### src/lbmc_div.sv
// Pipelined restoring divider for one clamped velocity component, one quotient bit a stage.
// Takes a moment and the density, gives the signed velocity clamped to the limit.
// Depends on nothing but its parameters.
`default_nettype none
module lbmc_div #(
	parameter int DATA_WIDTH = 24,
	parameter int FRAC_BITS  = 20
) (
	input  wire logic                          clk,
	input  wire logic                          en,
	input  wire logic signed [DATA_WIDTH+3:0]  m,
	input  wire logic signed [DATA_WIDTH-1:0]  rho,
	input  wire logic        [FRAC_BITS:0]     lim,
	output logic signed      [FRAC_BITS+1:0]   vel_s
);
	localparam int DW = DATA_WIDTH;
	localparam int F  = FRAC_BITS;
	localparam int MW = DW + 4;
	localparam int QW = F + 2;
	localparam int VW = F + 2;
	localparam int RW = DW + F + 1;

	logic [RW-1:0] r_s    [QW+1];
	logic [QW-1:0] q_s    [QW+1];
	logic [DW-2:0] d_s    [QW+1];
	logic          neg_s  [QW+1];
	logic          zero_s [QW+1];
	logic          sat_s  [QW+1];

	logic          neg;
	logic [MW-1:0] absm;
	logic          nonpos;
	logic          ovf;

	always_comb begin
		neg    = m[MW-1];
		absm   = neg ? MW'(-m) : MW'(m);
		nonpos = (rho <= 0);
		ovf    = absm >= MW'({rho, 2'b00});
	end

	always_ff @(posedge clk) begin
		if (en) begin
			r_s[0]    <= {absm[DW:0], {F{1'b0}}};
			q_s[0]    <= '0;
			d_s[0]    <= rho[DW-2:0];
			neg_s[0]  <= neg;
			zero_s[0] <= (m == 0);
			sat_s[0]  <= nonpos | ovf;
		end
	end

	for (genvar j = 1; j <= QW; j++) begin : g_step
		localparam int K = QW - j;
		logic [RW:0] trial;
		logic        qbit;
		always_comb begin
			trial = {1'b0, r_s[j-1]} - ({{(RW+2-DW){1'b0}}, d_s[j-1]} << K);
			qbit  = !trial[RW];
		end
		always_ff @(posedge clk) begin
			if (en) begin
				r_s[j]    <= qbit ? trial[RW-1:0] : r_s[j-1];
				q_s[j]    <= {q_s[j-1][QW-2:0], qbit};
				d_s[j]    <= d_s[j-1];
				neg_s[j]  <= neg_s[j-1];
				zero_s[j] <= zero_s[j-1];
				sat_s[j]  <= sat_s[j-1];
			end
		end
	end

	logic [QW-1:0] mag;
	always_comb begin
		if (zero_s[QW])
			mag = '0;
		else if (sat_s[QW] || (q_s[QW] > QW'(lim)))
			mag = QW'(lim);
		else
			mag = q_s[QW];
	end

	always_ff @(posedge clk) begin
		if (en)
			vel_s <= neg_s[QW] ? -$signed(VW'(mag)) : $signed(VW'(mag));
	end
endmodule
`default_nettype wire

### config.mk
export PLATFORM = sky130hd
export DESIGN_NAME = lbmc_div
export DESIGN_NICKNAME = d
export VERILOG_FILES = /design/src/lbmc_div.sv
export SDC_FILE = /design/constraint.sdc
export NUM_CORES = 2
export LEC_CHECK = 0
export ABC_AREA = 1
export BUFFER_PORTS_ARGS = -buffer_cell sky130_fd_sc_hd__buf_2
export CELL_PAD_IN_SITES_DETAIL_PLACEMENT = 2
export CELL_PAD_IN_SITES_GLOBAL_PLACEMENT = 2
export CORE_MARGIN = 4
export CORE_UTILIZATION = 40
export CTS_CLUSTER_DIAMETER = 50
export CTS_CLUSTER_SIZE = 10
export DETAILED_ROUTE_END_ITERATION = 7
export PLACE_DENSITY_LB_ADDON = 0.15
export RECOVER_POWER = 25
export SETUP_SLACK_MARGIN = 0.1
export SLEW_MARGIN = 0
export SYNTH_ARGS = -nofsm -noshare
export SYNTH_HDL_FRONTEND = slang
export SYNTH_SLANG_ARGS = --single-unit
### constraint.sdc
create_clock -name clk -period 4 [get_ports clk]
set_clock_uncertainty 0.15 [all_clocks]
set_input_delay 0.4 -clock clk [delete_from_list [all_inputs] [get_ports clk]]
set_output_delay 0.4 -clock clk [all_outputs]
set_load 0.05 [all_outputs]
# Word-level counts from Yosys, hierarchy flattened
# Memory sizes are Yosys's and may differ from the RTL's.
# Index checks and enable logic that the tools add are counted.
[totals] latch_bits=0 romBits=0 ramBits=2139 in_bits=75 out_inout_bits=22 wordCells=87 register_bits=22 mem_count=6
[memory_table] name="r_s" depth=23 width=45 read_ports=22 rd_clocked_by_memory_dff=0 wr=23 line_no="23" text="logic [RW-1:0] r_s [QW+1];"
[memory_table] name="d_s" depth=23 width=23 read_ports=22 rd_clocked_by_memory_dff=0 wr=23 line_no="25" text="logic [DW-2:0] d_s [QW+1];"
[memory_table] name="q_s" depth=23 width=22 read_ports=23 rd_clocked_by_memory_dff=0 wr=23 line_no="24" text="logic [QW-1:0] q_s [QW+1];"
[memory_table] name="neg_s" depth=23 width=1 read_ports=23 rd_clocked_by_memory_dff=0 wr=23 line_no="26" text="logic neg_s [QW+1];"
[memory_table] name="sat_s" depth=23 width=1 read_ports=23 rd_clocked_by_memory_dff=0 wr=23 line_no="28" text="logic sat_s [QW+1];"
[memory_table] name="zero_s" depth=23 width=1 read_ports=23 rd_clocked_by_memory_dff=0 wr=23 line_no="27" text="logic zero_s [QW+1];"
[op_classes] n_reduce_logical=24 add_sub_neg=24 n_lt_le_gt_ge=3 muxes=28 n_bitwise=1 n_shift=0 div_mod_pow=0 mul=0 n_eq_ne=0
[op_table] operator="$mux 45" n=22
[op_table] operator="$mux 22" n=3
[op_table] operator="$sub 45x23->46" n=1
[op_table] operator="$sub 45x24->46" n=1
[op_table] operator="$sub 45x25->46" n=1
[op_table] operator="$sub 45x26->46" n=1
[op_table] operator="$sub 45x27->46" n=1
[op_table] operator="$sub 45x28->46" n=1
[op_table] operator="$sub 45x29->46" n=1
[op_table] operator="$sub 45x30->46" n=1
[op_table] operator="$sub 45x31->46" n=1
[op_table] operator="$sub 45x32->46" n=1
[op_table] operator="$sub 45x33->46" n=1
[op_table] operator="$sub 45x34->46" n=1
[op_table] operator="$sub 45x35->46" n=1
[op_table] operator="$sub 45x36->46" n=1
[op_table] operator="$sub 45x37->46" n=1
[op_table] operator="$sub 45x38->46" n=1
[op_table] operator="$sub 45x39->46" n=1
[op_table] operator="$sub 45x40->46" n=1
[op_table] operator="$sub 45x41->46" n=1
[op_table] operator="$sub 45x42->46" n=1
[op_table] operator="$sub 45x43->46" n=1
[op_table] operator="$sub 45x44->46" n=1
[op_table] operator="other kinds (11)" n=33

# Logic depth before layout (Yosys ltp)
[depth] depth_word=6 mapped_depth=24

# Worst setup path after synthesis
# OpenSTA, ideal clock, no wires.
[synth_timing] kind="input to register" from="input m[2]" to="memory sat_s[0][0] (data pin)" setup_slack_ns=0.965 arrival_time_ns=2.621 required_ns=3.586 stages=17 setup_ns=0.264 cell_sequence="inv_1 > nand3_1 > nor2_1 > nand4_1 > nor3_1 > nand2_1 > nor2_1 > nand2_1 > o31ai_1 > xor2_1 > ha_1 > a21oi_1 > nor2_1 > a211oi_1 > o211ai_1 > nor2_1 > nand4_1"
[synth_rtl] element="start: declaration" line_no="11" text="input wire logic signed [DATA_WIDTH+3:0] m,"
[synth_rtl] element="end: declaration" line_no="28"

==> impl_metrics.tcl <==
set metrics [dict create \
    placeableCoreArea_um2 225000 \
    grt_setup_unrepaired "yes" \
    avgSynthCellArea_um2 9.52 \
    htree_levels 4 \
    fmaxAchievable_ghz 0.263 \
    timing.critical_path.to "r_s[0][70]$_DFFE_PP_" \
    cp_data_required_time_ns 4.44 \
    vdd_drop_max_v 0.000603 \
    critPathMaxStageDelay_ns 0.56 \
    clock-root-buffer "clkbuf_16" \
    clkSinkCount 1590 \
    route.top_layer_used "met5" \
    worst-setup-path-type "reg2reg" \
    drt-total-wl_um 320000 \
    dieArea_um2 234000 \
    drv_cap 0 \
    crit_slowest_cell "edfxtp_1" \
    synth-compound-area-share_pct 11.1 \
    synth_enable_flop_cells 1590 \
    critical-path-top-delay-family "simple AND/OR/NAND/NOR gates" \
    layout.filler_cells 23877 \
    r2r_slack_ns 0.20 \
    nets 10547 \
    most-common-layout-cells "nand2_1 (1,669), edfxtp_1 (1,590), inv_1 (1,405)" \
    synth.top_cells.by_area "edfxtp_1 (53%), ha_1 (7.4%), nand2_1 (6.9%)" \
    ctsLongestPathBuffers 3 \
    worstPathCellList "ha_1 > fa_1 > inv_1 > nand3_1 > nand2_1 > a21boi_1 > inv_1 > nand3_1 > nand2_1 > nand3_1 > nand3_1 > clkinv_1 > buf_4 > o21ai_0" \
    grt_pass1_vias 79845 \
    synth_mux_area_share_pct 0 \
    power_density_nw_per_um2 734 \
    timing.rr.start "d_s[0][0]$_DFFE_PP_" \
    power.total_mw 76.1 \
    worstPathBufferInverterCount 4 \
    cts-buffers-inserted 232 \
    area_taken_by_multi_input_logic_gates_um2 36900 \
    grt_first_pass_wirelength_um 487000 \
    synth_fp_nets 10150 \
    die_w_um 484 \
    die-height_um 484 \
    dr_total_vias 71304 \
    setup.worst_path.start "d_s[0][0]$_DFFE_PP_" \
    wl_met3_um 8990 \
    routed_wire_length_per_instance_um 24.5 \
    holdWs_ns 0.0732 \
    flow.area_growth_from_synthesis_pct 14.3 \
    critical_path.startpoint_type "flop" \
    post_synth_xor_area_fraction_pct 5.61 \
    setup_viol 0 \
    synth_cell_types 72 \
    hold_crit_path_type "in2reg" \
    io_pins 97 \
    final_layout_size_suffix_gt1_share_pct 7.22 \
    cpMostUsedCell "nand3_1" \
    dr_wl_met2_um 170000 \
    worst_pin_slew_ns 1.01 \
    dr.first_iter.drc_count 3609 \
    layout.area.seq_um2 47700 \
    synth-seq-cells 1590 \
    wirelength_met1_um 128000 \
    drc 0 \
    clk_pin_slew_ns 0.06 \
    grt.overflow.total 0 \
    cp_max_fo 37 \
    cts_tree "done" \
    synth-adder-area-share_pct 7.82 \
    placement_rows 174 \
    drtAntennaViolNets 0 \
    initial_cell_density_of_the_core_pct 40.3 \
    finalHoldViolCount 0 \
    static_leak_nw 41.9 \
    first_pass_iters 5 \
    post-synth-top-area-fraction_pct 52.6 \
    end_kind "flop" \
    worstSkewPairLatency_ns 0.88 \
    capture_point_of_the_worst_reg_to_reg_path "r_s[0][70]$_DFFE_PP_" \
    crit_arrival_ns 4.24 \
    totalNegativeSetupSlack_ns 0 \
    period_share_pct 95.1 \
    grt_start_max_net_pins 123 \
    most_common_library_cell_in_the_layout_ignoring_fill_and_taps "nand2_1" \
    synth_top_family_by_area "simple AND/OR/NAND/NOR gates" \
    avgViaCountPerCell 5.45 \
    finalMaxSlewViolations 0 \
    post_synth_instance_area_um2 90700 \
    maxSlewHeadroom_pct 32.8 \
    port_buffer_count 96 \
    min_period_ns 3.80 \
    reg2reg_depth 14 \
    detailed_place_hpwl_um 244000 \
    worst-path-stages 14 \
    synth.largest_area_cell "edfxtp_1" \
    grt_antenna_before_repair 17 \
    share_of_synthesized_registers_carrying_an_async_set_or_reset_pct 0 \
    routabilityCongestion 0.902 \
    netlist_instances 9521 \
    post_synth_and_or_nand_nor_area_fraction_pct 16.1 \
    result_of_the_run "finished, final reports clean" \
    synth.yosys.warnings 0 \
    synthFlopType "edfxtp_1" \
    grt.total_usage_pct 26.7 \
    portion_of_the_post_synthesis_area_used_by_sequential_elements_pct 52.6 \
]
[worst min path at each step]
stage / end / slack, ns / startpoint / depth (start not counted)
after floorplan: neg_s[0][1]$_DFFE_PP_ / 0.25 / neg_s[0][0]$_DFFE_PP_ / 0
after global placement: q_s[2][33]$_DFFE_PP_ / 0.25 / q_s[2][10]$_DFFE_PP_ / 0
after detailed placement: zero_s[1][4]$_DFFE_PP_ / 0.26 / zero_s[1][3]$_DFFE_PP_ / 0
after CTS: vel_s[15]$_DFFE_PP_ / 0.008 / lim[15] / 6
after global routing: vel_s[15]$_DFFE_PP_ / 0.07 / lim[15] / 6
final: vel_s[15]$_DFFE_PP_ / 0.07 / lim[15] / 6
[registers in the layout, summed over array words and instances, names as in the netlist]
name	count
neg_s	23
vel_s	22
r_s	740
sat_s	23
zero_s	23
d_s	506
q_s	253
[repair_timing]
action	CTS	global route
gates resized for setup	0	4
hold buffers	77	0
setup buffers	0	1
hold endpoints to repair	113	0
setup endpoints to repair	0	6
[power by group]
part	internal [mW]	total, mW	switching [mW]
sequential	23.5	26.7	3.18
combinational	9.92	29.0	19.1
clock	12.3	20.4	8.13
total	45.7	76.1	30.4
[cell type report]
cell class / count / share of cell area [%]
Antenna cell: 11 / 0.0265
Clock buffer: 258 / 5.71
Clock inverter: 132 / 1.60
Inverter: 1421 / 5.15
Multi-Input combinational cell: 6393 / 35.6
Sequential cell: 1590 / 46.0
Tap cell: 2992 / 3.61
Timing Repair Buffer: 280 / 2.25
[metrics by stage]
stage          util (%)  setup WS [ns]  area, um2  cells
3_5_place_dp       42.3         0.0390      95300  12598
6_report           46.1          0.197     104000  13077
2_1_floorplan         -          0.965      90700   9521
3_3_place_gp       42.3          0.314      95300  12598
4_1_cts            46.1          0.222     104000  13065
5_1_grt            46.1        -0.0319     104000  13075
[metal layers]
metal / track usage (%) / up-vias
met5: 0 / -
met4: 10.3 / 6
met3: 2.97 / 599
met2: 50.7 / 1190
met1: 30.6 / 36186
li1: - / 33323
[synth_stat cells (4+ instances only)]
cell and instances:
buf_4 23, o21a_1 37, a211oi_1 12, edfxtp_1 1590
xor2_1 261, ha_1 533, inv_1 1405, o21ai_0 690
o21ai_2 15, nand2_4 4, nor2_1 906, o2111ai_1 11
a21boi_0 18, a21oi_1 726, o21bai_1 28, or2_2 74
buf_2 54, nand3b_1 41, nor3_1 137, a21boi_1 4
nand2_2 15, inv_2 11, a31oi_1 75, a21oi_2 18
or2_1 8, o31ai_1 11, buf_6 15, nor4_1 50
nand3_1 340, clkbuf_1 20, o21ai_1 87, and3_1 6
fa_1 21, nand2_1 1669, xnor2_1 318, nor2_2 9
o211ai_1 25, nand3_2 19, o221ai_1 4, nand4_1 126
or2_0 5, a21o_1 40
[tightest hold or removal path, delay by kind of cell]
family / cells / cell delay, ns
simple gates: 4 / 0.43
buf+inv: 2 / 0.18
[logic make-up (layout without fill, tap and decap cells)]
logic type	count (synthesis)	after routing
xor gates and xnor gates	580	580
AOI/OAI and AO/OA	1835	1835
and+or+nand+nor	3424	3424
buffers and inverters	1538	2091
DFF	1590	1590
other	0	11
adders and majority gates	554	554
No activity file was read; power rests on OpenSTA's default activity.
